## src/rtl/script_token_scanner_defines.svh

```systemverilog
// Assertion macros shared by the script token scanner RTL.
// Depends on nothing; the including module must have clock and reset signals.
`ifndef SCRIPT_TOKEN_SCANNER_DEFINES_SVH
`define SCRIPT_TOKEN_SCANNER_DEFINES_SVH

// Checks a property on every rising clock edge outside of reset.
`define STS_ASSERT_AT_CLOCK(label, prop, msg) \
   label: assert property (@(posedge clock) disable iff (reset) prop) else $error(msg);

// Checks that a condition never holds on a rising clock edge outside of reset.
`define STS_ASSERT_NEVER(label, expr, msg) \
   label: assert property (@(posedge clock) disable iff (reset) !(expr)) else $error(msg);

`endif

```

## src/rtl/sts_pkg.sv

```systemverilog
// Package for the script token scanner: token kinds, error codes, scan modes,
// keyword table and character classification functions. Depends on nothing.
package sts_pkg;

   localparam int KEYWORD_CHARS = 8;
   localparam int MAX_TOKENS = 4;
   localparam int NUM_KEYWORDS = 24;

   localparam logic [6:0] KIND_END = 7'd0;
   localparam logic [6:0] KIND_ERROR = 7'd1;
   localparam logic [6:0] KIND_IDENT = 7'd2;
   localparam logic [6:0] KIND_NUMBER = 7'd3;
   localparam logic [6:0] KIND_STRING = 7'd4;
   localparam logic [6:0] KIND_KW_FIRST = 7'd5;
   localparam logic [6:0] KIND_KW_AND = 7'd5;
   localparam logic [6:0] KIND_KW_OR = 7'd20;
   localparam logic [6:0] KIND_LPAREN = 7'd29;
   localparam logic [6:0] KIND_RPAREN = 7'd30;
   localparam logic [6:0] KIND_LBRACE = 7'd31;
   localparam logic [6:0] KIND_RBRACE = 7'd32;
   localparam logic [6:0] KIND_LBRACKET = 7'd33;
   localparam logic [6:0] KIND_RBRACKET = 7'd34;
   localparam logic [6:0] KIND_COLON = 7'd35;
   localparam logic [6:0] KIND_SEMICOLON = 7'd36;
   localparam logic [6:0] KIND_COMMA = 7'd37;
   localparam logic [6:0] KIND_DOT = 7'd38;
   localparam logic [6:0] KIND_MINUS = 7'd39;
   localparam logic [6:0] KIND_MINUS_EQ = 7'd40;
   localparam logic [6:0] KIND_DEC = 7'd41;
   localparam logic [6:0] KIND_PLUS = 7'd42;
   localparam logic [6:0] KIND_PLUS_EQ = 7'd43;
   localparam logic [6:0] KIND_INC = 7'd44;
   localparam logic [6:0] KIND_SLASH = 7'd45;
   localparam logic [6:0] KIND_SLASH_EQ = 7'd46;
   localparam logic [6:0] KIND_STAR = 7'd47;
   localparam logic [6:0] KIND_STAR_EQ = 7'd48;
   localparam logic [6:0] KIND_BANG = 7'd49;
   localparam logic [6:0] KIND_BANG_EQ = 7'd50;
   localparam logic [6:0] KIND_ASSIGN = 7'd51;
   localparam logic [6:0] KIND_EQ_EQ = 7'd52;
   localparam logic [6:0] KIND_LT = 7'd53;
   localparam logic [6:0] KIND_LT_EQ = 7'd54;
   localparam logic [6:0] KIND_SHL = 7'd55;
   localparam logic [6:0] KIND_SHL_EQ = 7'd56;
   localparam logic [6:0] KIND_GT = 7'd57;
   localparam logic [6:0] KIND_GT_EQ = 7'd58;
   localparam logic [6:0] KIND_SHR = 7'd59;
   localparam logic [6:0] KIND_SHR_EQ = 7'd60;
   localparam logic [6:0] KIND_PIPE = 7'd61;
   localparam logic [6:0] KIND_PIPE_EQ = 7'd62;
   localparam logic [6:0] KIND_AMP = 7'd63;
   localparam logic [6:0] KIND_AMP_EQ = 7'd64;
   localparam logic [6:0] KIND_PERCENT = 7'd65;
   localparam logic [6:0] KIND_TILDE = 7'd66;
   localparam logic [6:0] KIND_CARET = 7'd67;
   localparam logic [6:0] KIND_CARET_EQ = 7'd68;

   localparam logic [1:0] ERR_NONE = 2'd0;
   localparam logic [1:0] ERR_UNTERMINATED = 2'd1;
   localparam logic [1:0] ERR_UNEXPECTED = 2'd2;

   localparam logic [7:0] CH_NUL = 8'h00;
   localparam logic [7:0] CH_TAB = 8'h09;
   localparam logic [7:0] CH_NL = 8'h0A;
   localparam logic [7:0] CH_CR = 8'h0D;

   localparam logic [2:0] CHECK_X = 3'd2;
   localparam logic [2:0] CHECK_SPACE = 3'd4;
   localparam logic [2:0] PHASE_DIGITS = 3'd7;

   localparam logic [63:0] KW_TEXT [NUM_KEYWORDS] = '{
      "and", "assert", "break", "case", "continue", "default", "else", "error",
      "exit", "false", "fn", "for", "if", "let", "nil", "or", "print", "return",
      "self", "super", "switch", "true", "type", "while"
   };
   localparam logic [3:0] KW_LEN [NUM_KEYWORDS] = '{
      4'd3, 4'd6, 4'd5, 4'd4, 4'd8, 4'd7, 4'd4, 4'd5, 4'd4, 4'd5, 4'd2, 4'd3,
      4'd2, 4'd3, 4'd3, 4'd2, 4'd5, 4'd6, 4'd4, 4'd5, 4'd6, 4'd4, 4'd4, 4'd5
   };

   typedef enum logic [6:0] {
      MODE_IDLE    = 7'b0000001,
      MODE_COMMENT = 7'b0000010,
      MODE_IDENT   = 7'b0000100,
      MODE_NUMBER  = 7'b0001000,
      MODE_STRING  = 7'b0010000,
      MODE_OP      = 7'b0100000,
      MODE_SHIFT   = 7'b1000000
   } scan_mode_type;

   typedef struct packed {
      logic       shift;
      logic       take;
      logic [6:0] kind;
   } op_result_type;

   typedef struct packed {
      logic       head_valid;
      logic       full;
      logic [2:0] head_count;
   } queue_status_type;

   function automatic logic is_decimal_char(input logic [7:0] c);
      return (c >= "0") && (c <= "9");
   endfunction

   function automatic logic is_hex(input logic [7:0] c);
      return is_decimal_char(c) || ((c >= "a") && (c <= "f")) || ((c >= "A") && (c <= "F"));
   endfunction

   function automatic logic is_word_char(input logic [7:0] c);
      return ((c >= "a") && (c <= "z")) || ((c >= "A") && (c <= "Z")) || (c == "_");
   endfunction

   function automatic logic is_blank(input logic [7:0] c);
      return (c == " ") || (c == CH_CR) || (c == CH_TAB);
   endfunction

   function automatic logic is_op_start(input logic [7:0] c);
      return (c == "-") || (c == "+") || (c == "/") || (c == "*") || (c == "!") ||
             (c == "=") || (c == "<") || (c == ">") || (c == "|") || (c == "&") ||
             (c == "^");
   endfunction

   function automatic logic [6:0] single_kind(input logic [7:0] c);
      logic [6:0] kind;
      case (c)
         "(": kind = KIND_LPAREN;
         ")": kind = KIND_RPAREN;
         "{": kind = KIND_LBRACE;
         "}": kind = KIND_RBRACE;
         "[": kind = KIND_LBRACKET;
         "]": kind = KIND_RBRACKET;
         ":": kind = KIND_COLON;
         ";": kind = KIND_SEMICOLON;
         ",": kind = KIND_COMMA;
         ".": kind = KIND_DOT;
         default: kind = KIND_END;
      endcase
      return kind;
   endfunction

   // Returns {found, index} of the number continuation byte.
   function automatic logic [3:0] check_index(input logic [7:0] c);
      logic [3:0] res;
      case (c)
         ".": res = {1'b1, 3'd0};
         "_": res = {1'b1, 3'd1};
         "x": res = {1'b1, 3'd2};
         "b": res = {1'b1, 3'd3};
         " ": res = {1'b1, 3'd4};
         "o": res = {1'b1, 3'd5};
         default: res = 4'd0;
      endcase
      return res;
   endfunction

   function automatic op_result_type op_close(input logic [7:0] op, input logic [7:0] c);
      op_result_type r;
      r.shift = 1'b0;
      r.take = 1'b1;
      r.kind = KIND_CARET;
      case (op)
         "-": begin
            if (c == "=") r.kind = KIND_MINUS_EQ;
            else if (c == "-") r.kind = KIND_DEC;
            else begin r.kind = KIND_MINUS; r.take = 1'b0; end
         end
         "+": begin
            if (c == "=") r.kind = KIND_PLUS_EQ;
            else if (c == "+") r.kind = KIND_INC;
            else begin r.kind = KIND_PLUS; r.take = 1'b0; end
         end
         "/": begin
            if (c == "=") r.kind = KIND_SLASH_EQ;
            else begin r.kind = KIND_SLASH; r.take = 1'b0; end
         end
         "*": begin
            if (c == "=") r.kind = KIND_STAR_EQ;
            else begin r.kind = KIND_STAR; r.take = 1'b0; end
         end
         "!": begin
            if (c == "=") r.kind = KIND_BANG_EQ;
            else begin r.kind = KIND_BANG; r.take = 1'b0; end
         end
         "=": begin
            if (c == "=") r.kind = KIND_EQ_EQ;
            else begin r.kind = KIND_ASSIGN; r.take = 1'b0; end
         end
         "<": begin
            if (c == "<") r.shift = 1'b1;
            else if (c == "=") r.kind = KIND_LT_EQ;
            else begin r.kind = KIND_LT; r.take = 1'b0; end
         end
         ">": begin
            if (c == ">") r.shift = 1'b1;
            else if (c == "=") r.kind = KIND_GT_EQ;
            else begin r.kind = KIND_GT; r.take = 1'b0; end
         end
         "|": begin
            if (c == "|") r.kind = KIND_KW_OR;
            else if (c == "=") r.kind = KIND_PIPE_EQ;
            else begin r.kind = KIND_PIPE; r.take = 1'b0; end
         end
         "&": begin
            if (c == "&") r.kind = KIND_KW_AND;
            else if (c == "=") r.kind = KIND_AMP_EQ;
            else begin r.kind = KIND_AMP; r.take = 1'b0; end
         end
         default: begin
            if (c == "=") r.kind = KIND_CARET_EQ;
            else begin r.kind = KIND_CARET; r.take = 1'b0; end
         end
      endcase
      return r;
   endfunction

   // Word prefix holds character i at bits [i*8 +: 8]; len saturates at 9.
   function automatic logic [6:0] keyword_kind(input logic [KEYWORD_CHARS*8-1:0] pfx,
                                               input logic [3:0] len);
      logic [KEYWORD_CHARS*8-1:0] word;
      logic [6:0] kind;
      word = '0;
      kind = KIND_IDENT;
      for (int i = 0; i < KEYWORD_CHARS; i++) begin
         if (4'(i) < len) word = {word[KEYWORD_CHARS*8-9:0], pfx[i*8 +: 8]};
      end
      if ((len >= 4'd1) && (len <= 4'(KEYWORD_CHARS))) begin
         for (int k = NUM_KEYWORDS - 1; k >= 0; k--) begin
            if ((KW_LEN[k] == len) && (KW_TEXT[k] == word)) kind = KIND_KW_FIRST + 7'(k);
         end
      end
      return kind;
   endfunction

endpackage

```

## src/rtl/sts_queue.sv

```systemverilog
// Two-entry token batch queue between the scanner front end and the output
// stage. Depends on sts_pkg.
module sts_queue
   import sts_pkg::*;
#(
   parameter int BATCH_BITS = 327
) (
   input  logic                  clock,
   input  logic                  reset,
   input  logic                  push,
   input  logic [BATCH_BITS-1:0] push_data,
   input  logic                  pop,
   output logic [BATCH_BITS-1:0] head_data,
   output queue_status_type      status
);

   logic [BATCH_BITS-1:0] entry_ff [2];
   logic [BATCH_BITS-1:0] entry_in [2];
   logic wr_ptr_ff, wr_ptr_in;
   logic rd_ptr_ff, rd_ptr_in;
   logic [1:0] count_ff, count_in;

   always_comb begin
      entry_in = entry_ff;
      wr_ptr_in = wr_ptr_ff;
      rd_ptr_in = rd_ptr_ff;
      count_in = count_ff;
      if (push) begin
         entry_in[wr_ptr_ff] = push_data;
         wr_ptr_in = ~wr_ptr_ff;
      end
      if (pop) rd_ptr_in = ~rd_ptr_ff;
      if (push && !pop) count_in = count_ff + 2'd1;
      else if (pop && !push) count_in = count_ff - 2'd1;
   end

   assign head_data = entry_ff[rd_ptr_ff];
   assign status.head_valid = (count_ff != 2'd0);
   assign status.full = (count_ff == 2'd2);
   assign status.head_count = head_data[BATCH_BITS-1 -: 3];

   always_ff @(posedge clock) begin
      if (reset) begin
         wr_ptr_ff <= 1'b0;
         rd_ptr_ff <= 1'b0;
         count_ff <= 2'd0;
      end else begin
         wr_ptr_ff <= wr_ptr_in;
         rd_ptr_ff <= rd_ptr_in;
         count_ff <= count_in;
      end
   end

   always_ff @(posedge clock) begin
      entry_ff <= entry_in;
   end

endmodule

```

## config.mk

```make
export PLATFORM = sky130hd
export DESIGN_NAME = sts_queue
export DESIGN_NICKNAME = d
export VERILOG_FILES = /design/src/rtl/script_token_scanner_defines.svh /design/src/rtl/sts_pkg.sv /design/src/rtl/sts_queue.sv
export SDC_FILE = /design/constraint.sdc
export NUM_CORES = 1
export LEC_CHECK = 0
export ABC_AREA = 1
export CAP_MARGIN = 15
export CORE_ASPECT_RATIO = 1.25
export CORE_UTILIZATION = 26
export CTS_CLUSTER_DIAMETER = 60
export DETAILED_ROUTE_END_ITERATION = 7
export DONT_BUFFER_PORTS = 1
export PLACE_DENSITY = 0.42
export SKIP_LAST_GASP = 1
export SYNTH_ARGS = -nofsm -noshare
export SYNTH_HDL_FRONTEND = slang
export SYNTH_SLANG_ARGS = --single-unit
```

## constraint.sdc

```tcl
create_clock -name clock -period 17.2 [get_ports clock]
set_input_delay 3.44 -clock clock [delete_from_list [all_inputs] [get_ports clock]]
set_output_delay 3.44 -clock clock [all_outputs]
set_load 0.03 [all_outputs]
```

==> out/metrics.cfg <==
[grt]
grt_pass1_wl_um = 75600
track_usage = 0.113
first_global_vias = 10700
overflow = 0
grt_max_degree = 130
antenna_found_initial = 2

[finish]
fillers = 8905
layout_common_cells = 654 x edfxtp_1, 327 x mux2_2, 72 x clkbuf_16, 20 x clkinv_1, 15 x clkbuf_1
drive_gt1_frac = 0.379
finalNonFillerCells = 2352
multiInputGateArea_mm2 = 0.00378
seq_area_mm2 = 0.0197
fin_nets = 1429
antenna_cells = 0
areaGrowthSynthToFinish_pct = 14.5
final_common_cell = edfxtp_1

[clocking]
root_buffer = clkbuf_16
cts_tree = yes
h-tree-depth = 3
clk_pin_slew_ps = 60
clock_latency_ps = 620
hold_buffers = 0
clock-sinks = 658
cts_buffer_depth = 3
numCtsBuffers = 71
cts_resized = 0
postCtsSetupRepairBufs = 0

[setup_path]
arrival_ps = 3910
critPathLaunchType = flip-flop
required_ps = 13760
rrSetupSlack_ps = 13680
critPathCaptureType = output port
crit_fanout = 93
crit_type = flip-flop to output port

[power]
p_sw_mw = 0.935
p_comb_frac = 0.101
p_int_mw = 2.80
powerDensity_mw_per_mm2 = 136
ir_worst_vdd_mv = 0.0812
power_frac_clock = 0.393
leakagePower_nw = 8.63
seq_power_share = 0.506
switching_share = 0.251

[sta]
hold_viol = 0
setup_tns_ps = 0
setup_viol = 0
tightest_slew_ps = 1140
final.min_clock_period_ps = 7350
grt_setup_unrepaired = false
holdWs_ps = 530
slew_violations = 0
fin_crit_sh = 0.427
slew_headroom = 0.242
fmax_mhz = 136
skew_ps = 23.3

[logic_synthesis]
syn_area_mm2 = 0.0240
synth_top_cell_area_share = 0.820
syn_inst = 1051
yosysTopAreaCell = edfxtp_1
yosysWarnings = 0
synth.avg_cell_area_um2 = 22.8
ys_seq_elements = 658
synth.distinct_cells = 16
synth.net_count = 1383
seq_area_frac_synth = 0.823
yosys-top-cells-area = edfxtp_1 82%, mux2_2 15%, buf_6 1.6%, dfxtp_1 0.33%, inv_1 0.14%

[worst_hold_path]
hp-class = flip-flop to flip-flop

[routing]
remaining_drc_errors = 0
antenna_left = 0
vias = 9940
drt_iter0_drc = 520
first_pass_iters = 4
post_drt_wl_per_cell_um = 23.7
drt-total-wl_um = 55700
vias_per_cell = 4.23

[die]
start_util = 0.262
dieArea_mm2 = 0.0934
die_w_um = 273
pin_count = 663
core_mm2 = 0.0914
num_rows = 124
die_h_um = 341

[flow_run]
drv_cap = 0

[placed_design]
place_hpwl_um = 38200
placed_cells = 2221
numPortBuffers = 0
gp_congestion = 0.817

[outcome]
status = finished clean

routing by layer:
layer  global-route usage  wire length (um)  vias to the layer above
met1               0.0989             16900                     5012
met5                    0                27                        -
li1                     -                 -                     4276
met2                0.202             29300                      547
met3               0.0711              7890                      101
met4               0.0481              1630                        4
registers in the layout, summed over array words and instances, names as in the netlist:
name / cells
count_ff: 2
wr_ptr_ff: 1
rd_ptr_ff: 1
entry_ff: 654
cells by family after synthesis:
kind of cell,after synthesis,share of synthesized area
AO/OA/AOI/OAI,2,0.000417
XOR/XNOR,1,0.000366
flip-flops,658,0.823
AND/OR/NAND/NOR,14,0.00240
buffers and inverters,48,0.0194
multiplexers,327,0.154
adder cells (fa/ha/maj),1,0.000522
power groups by stage:
stage / Combinational [mW] / Sequential, mW / Clock (mW)
5_1_grt: 0.393 / 1.89 / 1.58
6_report: 0.376 / 1.89 / 1.47
2_1_floorplan: 0.341 / 1.93 / 0
4_1_cts: 0.385 / 1.89 / 1.52
3_5_place_dp: 0.383 / 1.92 / 0
3_3_place_gp: 0.383 / 1.92 / 0
metrics by stage:
step / power (mW) / area, um2 / util / setup slack (ps)
finish: 3.73 / 27400 / 0.300 / 9850
global route: 3.87 / 27400 / 0.300 / 9540
detailed placement: 2.31 / 25100 / 0.275 / 10420
global placement: 2.30 / 25100 / 0.275 / 10510
floorplan: 2.27 / 24000 / - / 4760
CTS: 3.80 / 27400 / 0.300 / 9740
synth_stat cells:
| master | n |
|---|---|
| edfxtp_1 | 654 |
| mux2_2 | 327 |
| buf_6 | 33 |
| inv_1 | 9 |
| nand2_1 | 6 |
| nor2_1 | 5 |
| buf_4 | 4 |
| dfxtp_1 | 4 |
| buf_8 | 2 |
| a21oi_1 | 1 |
| ha_1 | 1 |
| nand3_1 | 1 |
| nand4_1 | 1 |
| nor3_1 | 1 |
| o21ai_0 | 1 |
| xnor2_1 | 1 |
area by class of cell:
class	instances	share of cell area
Timing Repair Buffer	12	0.00328
Clock inverter	44	0.0159
Inverter	9	0.00151
Clock buffer	87	0.0678
Sequential cell	658	0.719
Multi-Input combinational cell	345	0.138
Tap cell	1197	0.0546
path summary, 6_finish.rpt:
path | from | end | depth (start not counted)
worst max register to register | wr_ptr_ff | entry_ff[147] | 4
worst min register to register | count_ff[0] | count_ff[0] | 2
worst min-delay path | count_ff[0] | count_ff[0] | 2
worst max-delay path | rd_ptr_ff | head_data[147] | 3
critical path: stages (launching register included):
cell     delay (ps)
dfxtp_4         860
buf_4           780
buf_4           920
mux2_2          530
(Power assumes the default switching activity.)
