==> src/rtl/script_token_scanner_defines.svh <==
// Assertion macros shared by the script token scanner RTL.
// Depends on nothing; the including module must have clock and reset signals.
`ifndef SCRIPT_TOKEN_SCANNER_DEFINES_SVH
`define SCRIPT_TOKEN_SCANNER_DEFINES_SVH

// Checks a property on every rising clock edge outside of reset.
`define STS_ASSERT_AT_CLOCK(label, prop, msg) \
   label: assert property (@(posedge clock) disable iff (reset) prop) else $error(msg);

// Checks that a condition never holds on a rising clock edge outside of reset.
`define STS_ASSERT_NEVER(label, expr, msg) \
   label: assert property (@(posedge clock) disable iff (reset) !(expr)) else $error(msg);

`endif

==> src/rtl/sts_pkg.sv <==
// Package for the script token scanner: token kinds, error codes, scan modes,
// keyword table and character classification functions. Depends on nothing.
package sts_pkg;

   localparam int KEYWORD_CHARS = 8;
   localparam int MAX_TOKENS = 4;
   localparam int NUM_KEYWORDS = 24;

   localparam logic [6:0] KIND_END = 7'd0;
   localparam logic [6:0] KIND_ERROR = 7'd1;
   localparam logic [6:0] KIND_IDENT = 7'd2;
   localparam logic [6:0] KIND_NUMBER = 7'd3;
   localparam logic [6:0] KIND_STRING = 7'd4;
   localparam logic [6:0] KIND_KW_FIRST = 7'd5;
   localparam logic [6:0] KIND_KW_AND = 7'd5;
   localparam logic [6:0] KIND_KW_OR = 7'd20;
   localparam logic [6:0] KIND_LPAREN = 7'd29;
   localparam logic [6:0] KIND_RPAREN = 7'd30;
   localparam logic [6:0] KIND_LBRACE = 7'd31;
   localparam logic [6:0] KIND_RBRACE = 7'd32;
   localparam logic [6:0] KIND_LBRACKET = 7'd33;
   localparam logic [6:0] KIND_RBRACKET = 7'd34;
   localparam logic [6:0] KIND_COLON = 7'd35;
   localparam logic [6:0] KIND_SEMICOLON = 7'd36;
   localparam logic [6:0] KIND_COMMA = 7'd37;
   localparam logic [6:0] KIND_DOT = 7'd38;
   localparam logic [6:0] KIND_MINUS = 7'd39;
   localparam logic [6:0] KIND_MINUS_EQ = 7'd40;
   localparam logic [6:0] KIND_DEC = 7'd41;
   localparam logic [6:0] KIND_PLUS = 7'd42;
   localparam logic [6:0] KIND_PLUS_EQ = 7'd43;
   localparam logic [6:0] KIND_INC = 7'd44;
   localparam logic [6:0] KIND_SLASH = 7'd45;
   localparam logic [6:0] KIND_SLASH_EQ = 7'd46;
   localparam logic [6:0] KIND_STAR = 7'd47;
   localparam logic [6:0] KIND_STAR_EQ = 7'd48;
   localparam logic [6:0] KIND_BANG = 7'd49;
   localparam logic [6:0] KIND_BANG_EQ = 7'd50;
   localparam logic [6:0] KIND_ASSIGN = 7'd51;
   localparam logic [6:0] KIND_EQ_EQ = 7'd52;
   localparam logic [6:0] KIND_LT = 7'd53;
   localparam logic [6:0] KIND_LT_EQ = 7'd54;
   localparam logic [6:0] KIND_SHL = 7'd55;
   localparam logic [6:0] KIND_SHL_EQ = 7'd56;
   localparam logic [6:0] KIND_GT = 7'd57;
   localparam logic [6:0] KIND_GT_EQ = 7'd58;
   localparam logic [6:0] KIND_SHR = 7'd59;
   localparam logic [6:0] KIND_SHR_EQ = 7'd60;
   localparam logic [6:0] KIND_PIPE = 7'd61;
   localparam logic [6:0] KIND_PIPE_EQ = 7'd62;
   localparam logic [6:0] KIND_AMP = 7'd63;
   localparam logic [6:0] KIND_AMP_EQ = 7'd64;
   localparam logic [6:0] KIND_PERCENT = 7'd65;
   localparam logic [6:0] KIND_TILDE = 7'd66;
   localparam logic [6:0] KIND_CARET = 7'd67;
   localparam logic [6:0] KIND_CARET_EQ = 7'd68;

   localparam logic [1:0] ERR_NONE = 2'd0;
   localparam logic [1:0] ERR_UNTERMINATED = 2'd1;
   localparam logic [1:0] ERR_UNEXPECTED = 2'd2;

   localparam logic [7:0] CH_NUL = 8'h00;
   localparam logic [7:0] CH_TAB = 8'h09;
   localparam logic [7:0] CH_NL = 8'h0A;
   localparam logic [7:0] CH_CR = 8'h0D;

   localparam logic [2:0] CHECK_X = 3'd2;
   localparam logic [2:0] CHECK_SPACE = 3'd4;
   localparam logic [2:0] PHASE_DIGITS = 3'd7;

   localparam logic [63:0] KW_TEXT [NUM_KEYWORDS] = '{
      "and", "assert", "break", "case", "continue", "default", "else", "error",
      "exit", "false", "fn", "for", "if", "let", "nil", "or", "print", "return",
      "self", "super", "switch", "true", "type", "while"
   };
   localparam logic [3:0] KW_LEN [NUM_KEYWORDS] = '{
      4'd3, 4'd6, 4'd5, 4'd4, 4'd8, 4'd7, 4'd4, 4'd5, 4'd4, 4'd5, 4'd2, 4'd3,
      4'd2, 4'd3, 4'd3, 4'd2, 4'd5, 4'd6, 4'd4, 4'd5, 4'd6, 4'd4, 4'd4, 4'd5
   };

   typedef enum logic [6:0] {
      MODE_IDLE    = 7'b0000001,
      MODE_COMMENT = 7'b0000010,
      MODE_IDENT   = 7'b0000100,
      MODE_NUMBER  = 7'b0001000,
      MODE_STRING  = 7'b0010000,
      MODE_OP      = 7'b0100000,
      MODE_SHIFT   = 7'b1000000
   } scan_mode_type;

   typedef struct packed {
      logic       shift;
      logic       take;
      logic [6:0] kind;
   } op_result_type;

   typedef struct packed {
      logic       head_valid;
      logic       full;
      logic [2:0] head_count;
   } queue_status_type;

   function automatic logic is_decimal_char(input logic [7:0] c);
      return (c >= "0") && (c <= "9");
   endfunction

   function automatic logic is_hex(input logic [7:0] c);
      return is_decimal_char(c) || ((c >= "a") && (c <= "f")) || ((c >= "A") && (c <= "F"));
   endfunction

   function automatic logic is_word_char(input logic [7:0] c);
      return ((c >= "a") && (c <= "z")) || ((c >= "A") && (c <= "Z")) || (c == "_");
   endfunction

   function automatic logic is_blank(input logic [7:0] c);
      return (c == " ") || (c == CH_CR) || (c == CH_TAB);
   endfunction

   function automatic logic is_op_start(input logic [7:0] c);
      return (c == "-") || (c == "+") || (c == "/") || (c == "*") || (c == "!") ||
             (c == "=") || (c == "<") || (c == ">") || (c == "|") || (c == "&") ||
             (c == "^");
   endfunction

   function automatic logic [6:0] single_kind(input logic [7:0] c);
      logic [6:0] kind;
      case (c)
         "(": kind = KIND_LPAREN;
         ")": kind = KIND_RPAREN;
         "{": kind = KIND_LBRACE;
         "}": kind = KIND_RBRACE;
         "[": kind = KIND_LBRACKET;
         "]": kind = KIND_RBRACKET;
         ":": kind = KIND_COLON;
         ";": kind = KIND_SEMICOLON;
         ",": kind = KIND_COMMA;
         ".": kind = KIND_DOT;
         default: kind = KIND_END;
      endcase
      return kind;
   endfunction

   // Returns {found, index} of the number continuation byte.
   function automatic logic [3:0] check_index(input logic [7:0] c);
      logic [3:0] res;
      case (c)
         ".": res = {1'b1, 3'd0};
         "_": res = {1'b1, 3'd1};
         "x": res = {1'b1, 3'd2};
         "b": res = {1'b1, 3'd3};
         " ": res = {1'b1, 3'd4};
         "o": res = {1'b1, 3'd5};
         default: res = 4'd0;
      endcase
      return res;
   endfunction

   function automatic op_result_type op_close(input logic [7:0] op, input logic [7:0] c);
      op_result_type r;
      r.shift = 1'b0;
      r.take = 1'b1;
      r.kind = KIND_CARET;
      case (op)
         "-": begin
            if (c == "=") r.kind = KIND_MINUS_EQ;
            else if (c == "-") r.kind = KIND_DEC;
            else begin r.kind = KIND_MINUS; r.take = 1'b0; end
         end
         "+": begin
            if (c == "=") r.kind = KIND_PLUS_EQ;
            else if (c == "+") r.kind = KIND_INC;
            else begin r.kind = KIND_PLUS; r.take = 1'b0; end
         end
         "/": begin
            if (c == "=") r.kind = KIND_SLASH_EQ;
            else begin r.kind = KIND_SLASH; r.take = 1'b0; end
         end
         "*": begin
            if (c == "=") r.kind = KIND_STAR_EQ;
            else begin r.kind = KIND_STAR; r.take = 1'b0; end
         end
         "!": begin
            if (c == "=") r.kind = KIND_BANG_EQ;
            else begin r.kind = KIND_BANG; r.take = 1'b0; end
         end
         "=": begin
            if (c == "=") r.kind = KIND_EQ_EQ;
            else begin r.kind = KIND_ASSIGN; r.take = 1'b0; end
         end
         "<": begin
            if (c == "<") r.shift = 1'b1;
            else if (c == "=") r.kind = KIND_LT_EQ;
            else begin r.kind = KIND_LT; r.take = 1'b0; end
         end
         ">": begin
            if (c == ">") r.shift = 1'b1;
            else if (c == "=") r.kind = KIND_GT_EQ;
            else begin r.kind = KIND_GT; r.take = 1'b0; end
         end
         "|": begin
            if (c == "|") r.kind = KIND_KW_OR;
            else if (c == "=") r.kind = KIND_PIPE_EQ;
            else begin r.kind = KIND_PIPE; r.take = 1'b0; end
         end
         "&": begin
            if (c == "&") r.kind = KIND_KW_AND;
            else if (c == "=") r.kind = KIND_AMP_EQ;
            else begin r.kind = KIND_AMP; r.take = 1'b0; end
         end
         default: begin
            if (c == "=") r.kind = KIND_CARET_EQ;
            else begin r.kind = KIND_CARET; r.take = 1'b0; end
         end
      endcase
      return r;
   endfunction

   // Word prefix holds character i at bits [i*8 +: 8]; len saturates at 9.
   function automatic logic [6:0] keyword_kind(input logic [KEYWORD_CHARS*8-1:0] pfx,
                                               input logic [3:0] len);
      logic [KEYWORD_CHARS*8-1:0] word;
      logic [6:0] kind;
      word = '0;
      kind = KIND_IDENT;
      for (int i = 0; i < KEYWORD_CHARS; i++) begin
         if (4'(i) < len) word = {word[KEYWORD_CHARS*8-9:0], pfx[i*8 +: 8]};
      end
      if ((len >= 4'd1) && (len <= 4'(KEYWORD_CHARS))) begin
         for (int k = NUM_KEYWORDS - 1; k >= 0; k--) begin
            if ((KW_LEN[k] == len) && (KW_TEXT[k] == word)) kind = KIND_KW_FIRST + 7'(k);
         end
      end
      return kind;
   endfunction

endpackage

==> src/rtl/sts_back.sv <==
// Output stage: presents the tokens of the head batch one per transfer and
// marks the last one. Depends on sts_pkg.
module sts_back
   import sts_pkg::*;
#(
   parameter int OFFSET_BITS = 32,
   parameter int LINE_BITS = 24,
   parameter int LENGTH_BITS = 16,
   localparam int REC_BITS = 9 + OFFSET_BITS + LENGTH_BITS + LINE_BITS,
   localparam int BATCH_BITS = 3 + MAX_TOKENS * REC_BITS
) (
   input  logic                   clock,
   input  logic                   reset,
   input  logic [BATCH_BITS-1:0]  head_data,
   input  queue_status_type       status,
   output logic                   pop,
   output logic                   rsp_valid,
   input  logic                   rsp_ready,
   output logic [6:0]             rsp_token_kind,
   output logic [OFFSET_BITS-1:0] rsp_start_offset,
   output logic [LENGTH_BITS-1:0] rsp_token_length,
   output logic [LINE_BITS-1:0]   rsp_line_number,
   output logic [1:0]             rsp_error_code,
   output logic                   rsp_last_of_run
);

   logic [1:0] sub_ff, sub_in;
   logic [REC_BITS-1:0] rec;
   logic xfer;

   assign rec = head_data[sub_ff*REC_BITS +: REC_BITS];
   assign rsp_valid = status.head_valid;
   assign rsp_start_offset = rec[OFFSET_BITS-1:0];
   assign rsp_token_length = rec[OFFSET_BITS +: LENGTH_BITS];
   assign rsp_line_number = rec[OFFSET_BITS + LENGTH_BITS +: LINE_BITS];
   assign rsp_error_code = rec[OFFSET_BITS + LENGTH_BITS + LINE_BITS +: 2];
   assign rsp_token_kind = rec[OFFSET_BITS + LENGTH_BITS + LINE_BITS + 2 +: 7];
   assign rsp_last_of_run = ({1'b0, sub_ff} == (status.head_count - 3'd1));
   assign xfer = rsp_valid && rsp_ready;
   assign pop = xfer && rsp_last_of_run;

   always_comb begin
      sub_in = sub_ff;
      if (xfer) sub_in = rsp_last_of_run ? 2'd0 : sub_ff + 2'd1;
   end

   always_ff @(posedge clock) begin
      if (reset) begin
         sub_ff <= 2'd0;
      end else begin
         sub_ff <= sub_in;
      end
   end

endmodule

==> config.mk <==
export PLATFORM = sky130hd
export DESIGN_NAME = sts_back
export DESIGN_NICKNAME = d
export VERILOG_FILES = /design/src/rtl/script_token_scanner_defines.svh /design/src/rtl/sts_pkg.sv /design/src/rtl/sts_back.sv
export SDC_FILE = /design/constraint.sdc
export NUM_CORES = 1
export LEC_CHECK = 0
export CORE_AREA = 2 2 161 163
export CTS_CLUSTER_SIZE = 40
export DETAILED_ROUTE_END_ITERATION = 8
export DIE_AREA = 0 0 163 165
export DONT_BUFFER_PORTS = 1
export PLACE_DENSITY = 0.3
export REMOVE_ABC_BUFFERS = 1
export SYNTH_ARGS = -nofsm -noshare
export SYNTH_HDL_FRONTEND = slang
export SYNTH_SLANG_ARGS = --single-unit
==> constraint.sdc <==
create_clock -name clock -period 4.3 [get_ports clock]
set_clock_uncertainty 0.15 [all_clocks]
set_input_delay 0.215 -clock clock [delete_from_list [all_inputs] [get_ports clock]]
set_output_delay 0.215 -clock clock [all_outputs]
set_load 0.02 [all_outputs]
==> reports/qor.yml, run 1 <==
setup_path:
  r2r-end: "sub_ff[1]$_SDFFE_PP0P_"
  cp.arrival_ns: 2.23
  critical_path.max_fanout: 46
  rr_startpoint: "sub_ff[0]$_SDFFE_PP0P_"
  worstSetupPathType: "reg2out"
  crit_path_start: "sub_ff[0]$_SDFFE_PP0P_"
  startpoint_type: "register"
  crit_required_ns: 3.93
  end_kind: "output pin"
  reg2reg_depth: 4
  rrSetupSlack_ns: 2.21
  crit_end: "pop"
logic_synthesis:
  synthTopCellsByCount: "81 x mux4_2, 11 x buf_2, 4 x buf_6, 3 x xor2_1"
  synthCells: 121
  syn-cell-area_sq_um: 2150
  synthArstFlopShare_pct: 0
  synth.most_common_cell: "mux4_2"
  ys.warnings.count: 0
  syn_area_per_cell_sq_um: 17.8
  yosysUniqueCellTypes: 19
  ys.flop_type: "dfxtp_1"
  synth_area_leaders: "mux4_2 85%, buf_2 2.6%, buf_6 2.1%"
  ys_seq_elements: 2
  yosysTopAreaCell: "mux4_2"
  yosysTopAreaCellShare_pct: 84.9
  synth_edf_count: 0
  ys_seq_area_share_pct: 1.86
clock_network:
  cts.path.max_buffers: 2
  ctsHoldBuffers: 1
  cts_resized: 0
  clock_sinks: 2
  clk_pin_slew_worst_paths_ns: 0.03
  cts_tree: "done"
  cts_setup_buffers: 0
  htreeDepth: 1
  cts_made_buffers: 3
  cts_root_buf: "clkbuf_16"
  clk_latency_ns: 0.22
drt:
  drtAntennaViolNets: 0
  wl_per_cell_um: 25.9
  first_pass_iters: 4
  drt_iter0_markers: 94
  via_per_inst: 3.70
  vias: 1615
  drc: 0
  drt_wl_total_um: 11300
final_layout:
  top_register: "sub_ff"
  multi_input_area_sq_um: 1950
  drive_gt1_share_pct: 83.2
  reg_top3: "sub_ff: 2 flops"
  num_antenna_cells: 0
  largest_reg_flops: 2
  fillers: 2894
  area_growth_pct: 17.6
  design_area_sq_um: 2530
  regArea_sq_um: 47.5
  nets: 445
timing:
  max_freq_mhz: 386
  min_period_over_period_pct: 60.2
  tightest_slew_ns: 0.773
  min_period_ns: 2.59
  worst_slew_margin_rel_pct: 48.5
  rsz0062_at_grt: "false"
  final.setup.tns_ns: 0
  setup_viol: 0
  maxSlewViolCount: 0
  hold_violations: 0
grt:
  antenna_found_initial: 2
  grt_overflow: 0
  grt_pass1_wl_um: 13400
  grt_pass1_vias: 1869
  track_usage_pct: 6.96
  grt_start_max_net_pins: 47
outcome:
  outcome: "finished clean"
placed_design:
  placed_cell_area_sq_um: 2440
  finalWeightedCongestion: 0.878
  io_buffer_count: 0
  post-dp-hpwl_um: 10500
floorplan:
  fp.coreArea_sq_um: 25000
  die-area_sq_um: 26900
  die_y_um: 165
  start_util_pct: 8.58
  num_rows: 58
  boundaryPins: 419
  die_w_um: 163
pwr:
  ir_drop_mv: 0.130
  power.leakage_nw: 0.555
  power_density_nw_per_um2: 185
hold_path:
  min_path_type: "in2reg"
run:
  max_cap_violations: 0
[logic make-up after synthesis]
family,after synthesis,synth area share (%)
mux,81,84.9
buf+inv,22,7.51
simple gates,6,1.69
compound gates,5,1.81
xor+xnor,4,1.63
flops,2,1.86
fa+ha+maj,1,0.582
[critical path, stage by stage, from the launching register on]
cell and delay, ns:
dfxtp_4 0.82, buf_12 0.38, xor2_1 0.16, and3_1 0.30
and3_1 0.31
[power breakdown]
group | total [mW] | internal (mW) | switching [mW]
clock network | 0.138 | 0.118 | 0.0200
registers | 0.0366 | 0.0191 | 0.0175
logic | 0.294 | 0.130 | 0.163
[layout by cell type (no fill, tap or decap)]
| cell | netlist | routed |
|---|---|---|
| buf_4 | 2 | 1 |
| xnor2_1 | 1 | 1 |
| dfxtp_4 | 0 | 2 |
| nand2_1 | 2 | 2 |
| nand3_2 | 1 | 1 |
| xor2_1 | 3 | 3 |
| o311ai_0 | 1 | 1 |
| and3_1 | 2 | 2 |
| inv_1 | 2 | 2 |
| buf_12 | 1 | 1 |
| clkbuf_16 | 0 | 3 |
| mux4_2 | 81 | 81 |
| ha_1 | 1 | 1 |
| a21oi_1 | 2 | 2 |
| dlygate4sd3_1 | 0 | 1 |
| a311o_1 | 2 | 2 |
| nand2b_1 | 1 | 1 |
[how the worst min path moves through the flow]
stage,from,to,cells past startpoint
4_1_cts,status[0],sub_ff[0]$_SDFFE_PP0P_,2
3_5_place_dp,reset,sub_ff[0]$_SDFFE_PP0P_,1
2_1_floorplan,reset,sub_ff[0]$_SDFFE_PP0P_,1
5_1_grt,status[0],sub_ff[0]$_SDFFE_PP0P_,2
6_report,status[0],sub_ff[0]$_SDFFE_PP0P_,2
3_3_place_gp,reset,sub_ff[1]$_SDFFE_PP0P_,1
[metal layers]
metal  routed length, um  up-vias  GRT usage (%)
met5                  32        -              0
li1                    -      571              -
met2                5960      194           12.6
met3                1440        6           2.36
met4                   9        4          0.483
met1                3890      840           8.33
[final cells by class]
class,instances,area share [%]
well taps,330,16.3
clock buffers,3,2.97
multi-input cells,97,77.0
repair buffers,3,1.49
flip-flops and latches,2,1.88
inverters,2,0.297
[per-stage QoR]
stage          hold slack (ns)  worst slack (ns)  util (%)  power, mW  instances
3_3_place_gp             0.138              1.89      9.76      0.333        433
6_report                0.0876              1.71      10.1      0.468        437
4_1_cts                 0.0858              1.63      10.1      0.477        437
5_1_grt                 0.0912              1.47      10.1      0.489        437
2_1_floorplan            0.134            -0.294         -      0.308        101
3_5_place_dp             0.133              1.86      9.76      0.334        433
Power figures use the tool's default switching activity.
==> run 2, diff against run 1 <==
==> constraint.sdc (replaced) <==
create_clock -name clock -period 2.2 [get_ports clock]
set_clock_uncertainty 0.15 [all_clocks]
set_input_delay 0.11 -clock clock [delete_from_list [all_inputs] [get_ports clock]]
set_output_delay 0.11 -clock clock [all_outputs]
set_load 0.02 [all_outputs]
==> run 2 against run 1 <==
Net effect:
- non-clock buffer count is 5 higher
- clock-buffer cell count stayed put
- design area up 3.6%
- final cell count increased by 2.1%
- first-iteration DRC count fell by 26%
- global-route usage hardly changed
- combinational power is 110% higher
- via count increased by 3.0%
- die area is the same
- sequential share of layout area shrank 0.065 points
- core utilization rose by 0.36 points
- register-to-register slack lost 1.8 ns
- largest cell class unchanged
==> reports/qor.yml, run 2 (same netlist as run 1, synthesis figures left out) <==
outcome:
  outcome: "finished clean"
clock_network:
  cts_made_buffers: 3  # unchanged
  clk_latency_ns: 0.22  # about the same
  htreeDepth: 1  # unchanged
  clock_sinks: 2  # unchanged
  cts.path.max_buffers: 2  # unchanged
  clk_pin_slew_worst_paths_ns: 0.03  # about the same
  cts_resized: 0  # unchanged
  cts_tree: "done"
  cts_root_buf: "clkbuf_16"
  cts_setup_buffers: 0  # unchanged
setup_path:
  critical_path.max_fanout: 46  # unchanged
  worstSetupPathType: "reg2out"
  startpoint_type: "register"
  end_kind: "output pin"
  cp.arrival_ns: 1.63  # -0.60 ns
  crit_required_ns: 1.94  # -1.99 ns
grt:
  track_usage_pct: 6.93  # -0.033 points
  grt_overflow: 0  # unchanged
  grt_start_max_net_pins: 47  # unchanged
  antenna_found_initial: 8  # +6
  grt_pass1_vias: 1870  # +0.054%
  grt_pass1_wl_um: 13300  # -1.2%
timing:
  max_freq_mhz: 529
  tightest_slew_ns: 0.373  # -0.400 ns
  rsz0062_at_grt: "false"
  hold_violations: 0  # unchanged
  maxSlewViolCount: 0  # unchanged
  worst_slack_ns: 0.310  # -1.40 ns
  min_period_over_period_pct: 85.9
  setup_viol: 0  # unchanged
  worst_slew_margin_rel_pct: 75.1  # +27 points
  min_period_ns: 1.89
placed_design:
  dp_cells: 436  # +0.69%
  placed_cell_area_sq_um: 2500  # +2.5%
  post-dp-hpwl_um: 10600  # +0.99%
  finalWeightedCongestion: 0.878  # about the same
  io_buffer_count: 0  # unchanged
  dpl_worst_slack_ns: 0.522  # -1.34 ns
final_layout:
  design_area_sq_um: 2620  # +3.6%
  area_growth_pct: 21.8
  drive_gt1_share_pct: 82.1  # -1.0 points
  nets: 450  # +1.1%
  reg_top3: "sub_ff: 2 flops"
  fillers: 2889  # -0.17%
  layout_commonest_cell: "mux4_2"
  fin_util_pct: 10.5  # +0.36 points
  top_register: "sub_ff"
  final_cell_mix: "81 x mux4_2, 4 x buf_12, 3 x xor2_1, 3 x clkbuf_16, 3 x dlygate4sd3_1"
  largest_reg_flops: 2  # unchanged
  fin_cells: 446  # +2.1%
drt:
  wl_per_cell_um: 25.7  # -0.89%
  drtAntennaViolNets: 0  # unchanged
  drt_iter0_markers: 70  # -26%
  vias: 1664  # +3.0%
  first_pass_iters: 4  # unchanged
  drc: 0  # unchanged
  drt_wl_total_um: 11500  # +1.1%
  via_per_inst: 3.73  # +0.95%
run:
  max_cap_violations: 0  # unchanged
floorplan:
  die-area_sq_um: 26900  # unchanged
  die_w_um: 163  # unchanged
  boundaryPins: 419  # unchanged
  num_rows: 58  # unchanged
  fp.coreArea_sq_um: 25000  # unchanged
  die_y_um: 165  # unchanged
  start_util_pct: 8.58  # unchanged
pwr:
  ir_drop_mv: 0.298  # +130%
  power.leakage_nw: 0.590  # +6.3%
  power_density_nw_per_um2: 357  # +93%
hold_path:
  min_path_type: "in2reg"
-- run 2: metrics by stage --
| stage | TNS (ns) | hold WS [ns] | total power, mW |
|---|---|---|---|
| 2_1_floorplan | -193.54 | 0.0291 | 0.602 |
| 3_3_place_gp | 0 | 0.0323 | 0.661 |
| 3_5_place_dp | 0 | 0.0315 | 0.666 |
| 4_1_cts | 0 | 0.0261 | 0.950 |
| 5_1_grt | 0 | 0.0374 | 0.976 |
| 6_report | 0 | 0.0265 | 0.935 |
-- run 2: path summary, 6_finish.rpt --
kind | start | to | slack, ns | depth (start not counted)
max | sub_ff[0]$_SDFFE_PP0P_ | rsp_start_offset[20] | 0.31 | 2
min | rsp_ready | sub_ff[1]$_SDFFE_PP0P_ | 0.03 | 3
max reg2reg | sub_ff[1]$_SDFFE_PP0P_ | sub_ff[0]$_SDFFE_PP0P_ | 0.41 | 4
min reg2reg | sub_ff[1]$_SDFFE_PP0P_ | sub_ff[1]$_SDFFE_PP0P_ | 0.44 | 2
-- run 2: metal layers --
layer  share of wire, %  wire length (um)  up-vias  GRT usage (%)
li1                   -                 -      588              -
met1                 34              3860      846           7.62
met2                 50              5750      206           11.9
met3                 13              1490       16           3.16
met4                2.6               300        8           2.29
met5               0.52                59        -              0
-- run 2: repair_timing --
action,CTS,global route
hold buffers,3,0
hold endpoints to repair,2,0
setup endpoints to repair,0,0
-- run 2: final cells by class --
| class | count | area [sq um] | area share (%) |
|---|---|---|---|
| tap | 330 | 413 | 15.8 |
| multi-input combinational | 97 | 1950 | 74.4 |
| clock buffer | 3 | 75.1 | 2.87 |
| timing repair buffer | 8 | 118 | 4.49 |
| inverter | 2 | 7.51 | 0.287 |
| sequential | 2 | 47.5 | 1.82 |
| antenna | 4 | 10.0 | 0.382 |
-- run 2: critical path: stages (launching register included) --
cell and delay (ns):
dfxtp_4 0.36, buf_12 0.29, mux4_2 0.69
-- run 2: power by group --
part | internal, mW | switching (mW)
Combinational | 0.267 | 0.356
Sequential | 0.0374 | 0.00375
Clock | 0.231 | 0.0396
